===== config.mk =====
export PLATFORM = sky130hd
export DESIGN_NAME = chs_ctrl
export DESIGN_NICKNAME = d
export VERILOG_FILES = /design/src/chs_pkg.sv /design/src/chs_ctrl.sv
export SDC_FILE = /design/constraint.sdc
export NUM_CORES = 1
export LEC_CHECK = 0
export BUFFER_PORTS_ARGS = -buffer_cell sky130_fd_sc_hd__buf_2
export CAP_MARGIN = 20
export CORE_AREA = 10 10 47 49
export CTS_BUF_LIST = sky130_fd_sc_hd__clkbuf_8 sky130_fd_sc_hd__clkbuf_16
export CTS_CLUSTER_DIAMETER = 80
export DETAILED_ROUTE_END_ITERATION = 16
export DIE_AREA = 0 0 57 59
export HOLD_SLACK_MARGIN = 0.12
export PLACE_DENSITY = 0.48
export SLEW_MARGIN = 10
export SYNTH_ARGS = -nofsm -noshare
export SYNTH_HDL_FRONTEND = slang
export SYNTH_SLANG_ARGS = --single-unit

===== constraint.sdc =====
create_clock -name clk -period 1.5 [get_ports clk]
set_clock_uncertainty 0.2 [all_clocks]
set_input_delay 0.3 -clock clk [delete_from_list [all_inputs] [get_ports clk]]
set_output_delay 0.3 -clock clk [all_outputs]
set_load 0.01 [all_outputs]

===== src/chs_pkg.sv =====
// ---------------------------------------------------------------------------
// chs_pkg: shared types and constants for the chained hash set
// Status codes, controller states and the command/status structs that join
// the controller and the datapath.
// ---------------------------------------------------------------------------
package chs_pkg;

  localparam int BUCKETS_DEF    = 64;
  localparam int POOL_NODES_DEF = 256;
  localparam int KEY_W          = 31;
  localparam int TS_W           = 7;
  localparam int STATUS_W       = 2;
  localparam int BUCKET_OUT_W   = 6;
  localparam int NODE_OUT_W     = 8;
  localparam int TS_RESET       = 64;

  localparam logic [STATUS_W-1:0] ST_PRESENT  = 2'd0;
  localparam logic [STATUS_W-1:0] ST_ABSENT   = 2'd1;
  localparam logic [STATUS_W-1:0] ST_INSERTED = 2'd2;
  localparam logic [STATUS_W-1:0] ST_FULL     = 2'd3;

  localparam logic OP_LOOKUP = 1'b0;
  localparam logic OP_INSERT = 1'b1;

  typedef enum logic [2:0] {
    S_IDLE,
    S_DIV,
    S_HEAD,
    S_READ,
    S_CMP,
    S_INS,
    S_OUT
  } state_t;

  // controller -> datapath
  typedef struct packed {
    logic load;       // capture request, start reduction
    logic div_step;   // one restoring-subtract step
    logic head_rd;    // latch bucket head as walk pointer
    logic node_rd;    // issue pool read at pointer
    logic advance;    // follow link
    logic insert;     // write node and head, bump allocator
    logic set_hit;
    logic set_absent;
    logic set_full;
  } cmd_t;

  // datapath -> controller
  typedef struct packed {
    logic div_done;
    logic ptr_null;
    logic key_eq;
    logic steps_out;
    logic is_insert;
    logic pool_full;
  } stat_t;

endpackage


===== src/chs_ctrl.sv =====
// ---------------------------------------------------------------------------
// chs_ctrl: sequencer for the chained hash set
// Steps each request through reduction, head fetch, chain walk and result.
// ---------------------------------------------------------------------------
module chs_ctrl
  import chs_pkg::*;
(
  input  logic  clk,
  input  logic  rst,
  input  logic  in_valid,
  output logic  in_ready,
  output logic  out_valid,
  input  logic  out_ready,
  input  stat_t st,
  output cmd_t  cmd
);

  state_t state, state_next;

  // hold state
  always_ff @(posedge clk) begin
    if (rst) state <= S_IDLE;
    else     state <= state_next;
  end

  // sequence the walk
  always_comb begin
    state_next = state;
    cmd        = '0;
    in_ready   = 1'b0;
    out_valid  = 1'b0;
    case (state)
      S_IDLE: begin
        in_ready = 1'b1;
        if (in_valid) begin
          cmd.load   = 1'b1;
          state_next = S_DIV;
        end
      end
      S_DIV: begin
        if (st.div_done) state_next = S_HEAD;
        else cmd.div_step = 1'b1;
      end
      S_HEAD: begin
        cmd.head_rd = 1'b1;
        state_next  = S_READ;
      end
      S_READ: begin
        if (st.ptr_null || st.steps_out) begin
          state_next = S_INS;
        end else begin
          cmd.node_rd = 1'b1;
          state_next  = S_CMP;
        end
      end
      S_CMP: begin
        if (st.key_eq) begin
          cmd.set_hit = 1'b1;
          state_next  = S_OUT;
        end else begin
          cmd.advance = 1'b1;
          state_next  = S_READ;
        end
      end
      S_INS: begin
        if (!st.is_insert) cmd.set_absent = 1'b1;
        else if (st.pool_full) cmd.set_full = 1'b1;
        else cmd.insert = 1'b1;
        state_next = S_OUT;
      end
      S_OUT: begin
        out_valid = 1'b1;
        if (out_ready) state_next = S_IDLE;
      end
      default: state_next = S_IDLE;
    endcase
  end

endmodule


==> impl_metrics.tcl, run 1 <==
set metrics [dict create \
    num_vias 366 \
    route.detailed.drc 0 \
    fillers 156 \
    fp.coreArea_um2 1400 \
    seqCellArea_um2 68.8 \
    drtIter0Drc 5 \
    synth_top_area_share_pct 23.0 \
    synth_warnings 0 \
    clock_path_buffers 2 \
    clkLatencyLatePin_ns 0.22 \
    cts_root_buffer "clkbuf_8" \
    syn_inst 34 \
    reg.largest.list "state x3" \
    p_leak_nw 0.267 \
    overflow 0 \
    tns_ns -0.606 \
    rows 14 \
    switchingPower_mw 0.134 \
    grt_pass1_wl_um 1660 \
    cp_slowest_cell "dfxtp_2" \
    synth_area_leaders "dfxtp_1, nor3b_1, and3b_1, a2111oi_2, nor2_1" \
    seq_area_frac_synth_pct 23.0 \
    start_util_pct 18.7 \
    critPathTopFamily "flip-flops" \
    crit_type "flop to output pin" \
    multi_input_area_um2 241 \
    finalWorstSetupSlack_ns -0.116 \
    tightest_slew_ns 0.310 \
    final_antenna_net_count 0 \
    critPathMaxStageDelay_ns 0.32 \
    cp-end-kind "output pin" \
    wl_per_cell_um 12.5 \
    synth-edff-count 0 \
    setup_violations 10 \
    h-tree-depth 1 \
    viasPerCell 4.63 \
    start_kind "flop" \
    synth_top_area_cell "dfxtp_1" \
    final_nets 74 \
    area_growth_pct 110 \
    drive_above_1_share_pct 66.7 \
    fin_cells 79 \
    crit_buf_inv 2 \
    power_mw 0.471 \
    hpwl_um 718 \
    pwr-share-clk_pct 49.9 \
    clkSinkCount 3 \
    dp_cells 71 \
    powerDensity_nw_per_um2 858 \
    slew_headroom_pct 79.1 \
    worstPathCellList "buf_6 -> nor4bb_2 -> buf_2" \
    mostFrequentLayoutCells "buf_2, buf_4, nor2_1" \
    die_w_um 57 \
    worst_ep_required_time_ns 1.00 \
    cts_tree "built" \
    slew_viol_final 0 \
    die_h_um 59 \
    async_reset_ff_share_pct 0 \
    combPwrFrac_pct 29.2 \
    cp.arrival_ns 1.12 \
    cts_buffers 3 \
    ys_ff_latch 3 \
    syn-num-nets 44 \
    synth_area_um2 262 \
    syn_avg_cell_area_um2 7.69 \
    mostFrequentLayoutCell "buf_2" \
    fin_crit_ns 1.62 \
    hold-worst-slack_ns 0.197 \
    n_antenna_cell 0 \
    peakVddDrop_mv 0.615 \
    crit_fanout 8 \
    antenna_found_initial 0 \
    path_clk_slew_ns 0.03 \
    num_io_pins 21 \
    synthFlopType "dfxtp_1" \
    status "complete, but fails checks" \
    grt_pass1_vias 385 \
    rsz0062_at_grt "true" \
    gp_congestion 0.677 \
    wl_um 989 \
    track_usage_pct 6.40 \
    grt_max_degree 16 \
    yosysUniqueCellTypes 23 \
    hold_path.class "primary input to flop" \
    largest_register "state" \
    drv_cap 0 \
    power.internal_mw 0.337 \
    largest_register_ffs 3 \
    post-route-period-util_pct 108 \
    violations "negative setup slack" \
    port_buffers 20 \
    pwr-share-seq_pct 20.9 \
    fmax_mhz 619 \
    final_hold_viol_count 0 \
    drt_first_pass_iters 4 \
    die_area_um2 3360 \
    p_sw_share_pct 28.4 \
]
-- power by group through the flow --
| stage | registers [mW] | clock network, mW | logic (mW) |
|---|---|---|---|
| finish | 0.0983 | 0.235 | 0.138 |
| global route | 0.100 | 0.253 | 0.151 |
| CTS | 0.0973 | 0.240 | 0.134 |
| detailed placement | 0.0955 | 0 | 0.108 |
| global placement | 0.0958 | 0 | 0.108 |
| floorplan | 0.0936 | 0 | 0.0636 |
-- final timing paths --
check / start / endpoint / slack [ns] / cells past startpoint
worst min register to register: state[2] / state[0] / 0.38 / 1
worst min-delay path: st[5] / state[1] / 0.20 / 3
worst max register to register: state[1] / state[0] / -0.05 / 5
worst max-delay path: state[0] / cmd[2] / -0.12 / 3
-- tightest hold or removal path: stages --
cell and delay, ns:
buf_2 0.11, a221oi_1 0.09, nor2_1 0.08
-- metrics by stage --
| step | setup slack (ns) | util [%] | cell area, µm² |
|---|---|---|---|
| floorplan | -0.0265 | - | 279 |
| global placement | -0.0257 | 29.6 | 415 |
| detailed placement | -0.0395 | 29.6 | 415 |
| CTS | -0.123 | 38.4 | 538 |
| global route | -0.172 | 39.2 | 549 |
| finish | -0.116 | 39.2 | 549 |
-- timing repair --
item / CTS / global route
setup endpoints to repair: 11 / 12
gates cloned: 0 / 0
pin swaps: 0 / 1
hold buffers: 1 / 0
resized for setup: 13 / 2
buffers inserted: 3 / 0
hold endpoints to repair: 3 / 0
-- cell families after synthesis --
| family | share of synthesized area, % |
|---|---|
| buffers and inverters | 6.70 |
| flip-flops | 23.0 |
| AND/OR/NAND/NOR | 45.0 |
| AO/OA/AOI/OAI | 25.4 |
-- Yosys cell counts, types with 2 or more instances --
master / n
nor2_1: 4
nor3_1: 2
buf_2: 2
and3b_1: 2
nor3b_1: 3
nor2b_1: 2
dfxtp_1: 3
-- layer usage --
| layer | wire [µm] | track usage, % | part of all wire, % | vias to the layer above |
|---|---|---|---|---|
| met5 | 0 | 0 | 0 | - |
| met4 | 28 | 5.03 | 2.8 | 0 |
| met3 | 78 | 3.43 | 7.9 | 5 |
| met2 | 463 | 9.61 | 47 | 14 |
| met1 | 418 | 6.54 | 42 | 160 |
| li1 | - | - | - | 187 |
-- area by class of cell --
class / instances / area share (%)
Tap cell: 16 / 3.64
Clock inverter: 1 / 0.683
Inverter: 1 / 0.683
Clock buffer: 3 / 7.52
Multi-Input combinational cell: 27 / 44.0
Timing Repair Buffer: 28 / 31.0
Sequential cell: 3 / 12.5
Note: power is estimated with default switching activity, not from simulation.
==> run 2: changes to the inputs <==
--- a/config.mk
+++ b/config.mk
@@ -12,7 +12,6 @@
 export CTS_CLUSTER_DIAMETER = 80
 export DETAILED_ROUTE_END_ITERATION = 16
 export DIE_AREA = 0 0 57 59
-export HOLD_SLACK_MARGIN = 0.12
 export PLACE_DENSITY = 0.48
 export SLEW_MARGIN = 10
 export SYNTH_ARGS = -nofsm -noshare
==> constraint.sdc (replaced) <==
create_clock -name clk -period 1.5 [get_ports clk]
set_clock_uncertainty 0.2 [all_clocks]
set_input_delay 0 -clock clk [delete_from_list [all_inputs] [get_ports clk]]
set_output_delay 0 -clock clk [all_outputs]
set_load 0.01 [all_outputs]
==> impl_metrics.tcl, run 2 (synthesized netlist as in run 1, its figures left out) <==
set metrics [dict create \
    hpwl_um 735 \
    tns_ns 0 \
    fillers 163 \
    mostFrequentLayoutCell "buf_2" \
    post-route-period-util_pct 95.4 \
    final_hold_viol_count 0 \
    seqCellArea_um2 62.6 \
    crit_type "primary input to flop" \
    status "finished, final reports clean" \
    min-delay-start "st[0]" \
    hold_depth 3 \
    whs_endpoint "cmd[3]" \
    clkSinkCount 3 \
    rsz0062_at_grt "false" \
    largest_register_ffs 3 \
    slew_headroom_pct 78.1 \
    r2r_start "state[1]" \
    grt_max_degree 12 \
    start_kind "primary input" \
    setup_violations 0 \
    clock_path_buffers 2 \
    route.detailed.drc 0 \
    wl_per_cell_um 11.4 \
    track_usage_pct 6.07 \
    num_io_pins 21 \
    start_util_pct 18.7 \
    die_area_um2 3360 \
    die_h_um 59 \
    drv_cap 0 \
    area_growth_pct 99.5 \
    postCtsSetupBuffers 0 \
    slew_viol_final 0 \
    path_clk_slew_ns 0.03 \
    fin_cells 80 \
    port_buffers 20 \
    cts_tree "built" \
    wl_um 911 \
    multi_input_area_um2 206 \
    n_antenna_cell 0 \
    rrSetupSlack_ns 0.09 \
    h-tree-depth 1 \
    overflow 0 \
    antenna_found_initial 0 \
    gp_congestion 0.657 \
    p_leak_nw 0.256 \
    drt_first_pass_iters 2 \
    cp-end-kind "flop" \
    num_vias 341 \
    fmax_mhz 699 \
    crit_fanout 3 \
    rows 14 \
    grt_pass1_vias 376 \
    mostFrequentLayoutCells "buf_2, dlygate4sd3_1, nor2_1" \
    hold_path.class "primary input to output pin" \
    die_w_um 57 \
    tightest_slew_ns 0.325 \
    fin_crit_ns 1.43 \
    drive_above_1_share_pct 53.1 \
    cp.arrival_ns 1.34 \
    peakVddDrop_mv 0.343 \
    grt_pass1_wl_um 1660 \
    powerDensity_nw_per_um2 842 \
    cts_root_buffer "clkbuf_8" \
    final_nets 75 \
    rr_endpoint "state[0]" \
    fp.coreArea_um2 1400 \
    final_antenna_net_count 0 \
    drtIter0Drc 2 \
    reg.largest.list "state x3" \
    viasPerCell 4.26 \
    worst_ep_required_time_ns 1.41 \
    dp_cells 71 \
    cts_buffers 3 \
    clkLatencyLatePin_ns 0.21 \
    largest_register "state" \
    reg2reg_depth 3 \
]
-- run 2: worst max path at each step --
stage	startpoint	to	slack [ns]	depth (start not counted)
CTS	state[2]	cmd[4]	0.003	3
global placement	state[1]	state[0]	0.12	3
floorplan	state[1]	state[0]	0.16	3
finish	st[5]	state[0]	0.07	5
detailed placement	state[1]	state[0]	0.12	3
global route	state[1]	cmd[3]	0.01	5
-- run 2: where the power goes --
group	switching, mW	internal, mW
clock	0.0507	0.174
sequential	0.0145	0.0880
combinational	0.0484	0.0637
total	0.114	0.326
-- run 2: cell type report --
type                    instances  share of cell area (%)
repair buffers                 29                    35.3
inverters                       1                   0.719
well taps                      16                    3.84
clock buffers                   3                    7.91
flip-flops and latches          3                    12.0
multi-input cells              27                    39.6
clock inverters                 1                   0.719
-- run 2: metrics by stage --
step | utilization [%] | area, µm² | hold slack (ns) | power [mW] | setup slack, ns
after floorplan | - | 262 | -0.152 | 0.152 | 0.162
after global placement | 28.4 | 398 | 0.0116 | 0.196 | 0.121
after detailed placement | 28.4 | 398 | 0.0150 | 0.196 | 0.117
after CTS | 35.4 | 497 | 0.0517 | 0.442 | 0.00310
after global routing | 37.2 | 522 | 0.0798 | 0.476 | 0.0141
final | 37.2 | 522 | 0.0498 | 0.439 | 0.0690
-- run 2: what timing repair did --
action | 4_1_cts | 5_1_grt
hold buffers | 5 | 0
gates resized for setup | 2 | 6
endpoints found under the hold margin | 3 | 0
setup endpoints to repair | 3 | 10
-- run 2: critical path, stage by stage --
cell           delay (ns)
dlygate4sd3_1        0.53
buf_2                0.14
nor2b_1              0.12
o32a_1               0.29
a2111oi_2            0.26
-- run 2: routing by layer --
layer	share of wire (%)	up-vias	track usage [%]	wire, µm
li1	-	187	-	-
met1	38	142	6.12	344
met2	48	12	8.99	435
met3	14	0	4.08	131
met4	0	0	4.03	0
met5	0	-	0	0
==> run 3: changes to the inputs <==
--- a/config.mk
+++ b/config.mk
@@ -13,6 +13,7 @@
 export DETAILED_ROUTE_END_ITERATION = 16
 export DIE_AREA = 0 0 57 59
 export PLACE_DENSITY = 0.48
+export REMOVE_ABC_BUFFERS = 1
 export SLEW_MARGIN = 10
 export SYNTH_ARGS = -nofsm -noshare
 export SYNTH_HDL_FRONTEND = slang
==> impl_metrics.tcl, run 3 (synthesized netlist as in run 1, its figures left out) <==
set metrics [dict create \
    hold_depth 3 \
    cp-end-kind "flop" \
    final_antenna_net_count 0 \
    drv_cap 0 \
    post-route-period-util_pct 95.1 \
    fmax_mhz 701 \
    tightest_slew_ns 0.311 \
    switchingPower_mw 0.127 \
    port_buffers 20 \
    start_util_pct 18.7 \
    fp.coreArea_um2 1400 \
    clock_path_buffers 2 \
    cp.arrival_ns 1.34 \
    drtIter0Drc 6 \
    pwr-share-clk_pct 51.5 \
    wl_per_cell_um 13.6 \
    met1_usage_pct 6.21 \
    viasPerCell 4.62 \
    reg2reg_depth 3 \
    final_hold_viol_count 0 \
    tns_ns 0 \
    drt_first_pass_iters 4 \
    mostFrequentLayoutCells "buf_2, nor2_1, dlygate4sd3_1, buf_4, clkbuf_8" \
    status "finished, final reports clean" \
    die_area_um2 3360 \
    h-tree-depth 1 \
    largest_register_ffs 3 \
    p_sw_share_pct 28.0 \
    p_leak_nw 0.267 \
    largest_register "state" \
    slew_headroom_pct 79.1 \
    final_nets 74 \
    combPwrFrac_pct 27.2 \
    wl_um 1070 \
    cts_buffers 3 \
    placed_area_um2 398 \
    grt_pass1_wl_um 1680 \
    setup_violations 0 \
    fin_cells 79 \
    postCtsSetupBuffers 0 \
    power.internal_mw 0.327 \
    rows 14 \
    crit_type "flop to flop" \
    power_mw 0.454 \
    fin_crit_ns 1.43 \
    clkSinkCount 3 \
    die_w_um 57 \
    area_growth_pct 101 \
    hold_path.class "primary input to output pin" \
    met2_usage_pct 8.68 \
    overflow 0 \
    worst_ep_required_time_ns 1.41 \
    route.detailed.drc 0 \
    busiest_layer "met2" \
    gp_congestion 0.709 \
    drive_above_1_share_pct 54.0 \
    clkLatencyLatePin_ns 0.22 \
    rsz0062_at_grt "true" \
    track_usage_pct 6.45 \
    powerDensity_nw_per_um2 862 \
    mostFrequentLayoutCell "buf_2" \
    stdcell_area_um2 527 \
    grt_max_degree 13 \
    cts_root_buffer "clkbuf_8" \
    start_kind "flop" \
    grt_use_met3_pct 4.29 \
    slew_viol_final 0 \
    utilization_pct 37.6 \
    reg.largest.list "state x3" \
    grt_pass1_vias 370 \
    antenna_found_initial 0 \
    dp_cells 71 \
    path_clk_slew_ns 0.03 \
    die_h_um 59 \
    num_vias 365 \
    pwr-share-seq_pct 21.3 \
    cts_tree "built" \
    n_antenna_cell 0 \
    crit_fanout 4 \
    num_io_pins 21 \
    peakVddDrop_mv 0.373 \
]
## run 3: cell types whose count changed in the layout (fill, tap and decap cells not counted), sizes merged
cell	change
buf	-1
dlygate4sd3	-1
dlymetal6s4s	+1
## run 3: worst max-delay path: stages, from the launching register on
cell       delay (ns)
dfxtp_2          0.32
nor3b_4          0.15
o32a_1           0.33
a2111oi_2        0.32
## run 3: layer usage
layer / up-vias / part of all wire (%)
met5: - / 0
met4: 0 / 0
met3: 0 / 9.9
met2: 17 / 45
met1: 162 / 45
li1: 186 / -
## run 3: stage by stage
step | hold slack, ns | setup slack [ns]
2_1_floorplan | -0.152 | 0.0474
3_3_place_gp | 0.0269 | 0.149
3_5_place_dp | 0.0231 | 0.122
4_1_cts | 0.0506 | 0.0204
5_1_grt | 0.0544 | -0.0155
6_report | 0.0466 | 0.0728
## run 3: final timing paths
| kind | start | to | slack (ns) |
|---|---|---|---|
| max reg2reg | state[1] | state[0] | 0.07 |
| min | st[0] | cmd[3] | 0.05 |
| max | state[1] | state[0] | 0.07 |
| min reg2reg | state[2] | state[2] | 0.37 |
## run 3: power groups by stage
stage	clock network, mW	registers, mW	logic [mW]
6_report	0.234	0.0966	0.123
3_5_place_dp	0	0.0955	0.100
5_1_grt	0.251	0.0984	0.136
2_1_floorplan	0	0.104	0.0433
4_1_cts	0.239	0.0946	0.112
3_3_place_gp	0	0.0953	0.101
## run 3: timing repair
action / CTS / global route
endpoints found under the setup margin: 3 / 6
hold buffers: 5 / 0
hold endpoints to repair: 3 / 0
resized for setup: 1 / 9
pin swaps: 0 / 2
## run 3: cell type report
cell class / instances / area [µm²]
fill: 159 / 875
multi-input combinational: 27 / 218
timing repair buffer: 28 / 178
tap: 16 / 20.0
clock buffer: 3 / 41.3
clock inverter: 1 / 3.75
inverter: 1 / 3.75
sequential: 3 / 62.6
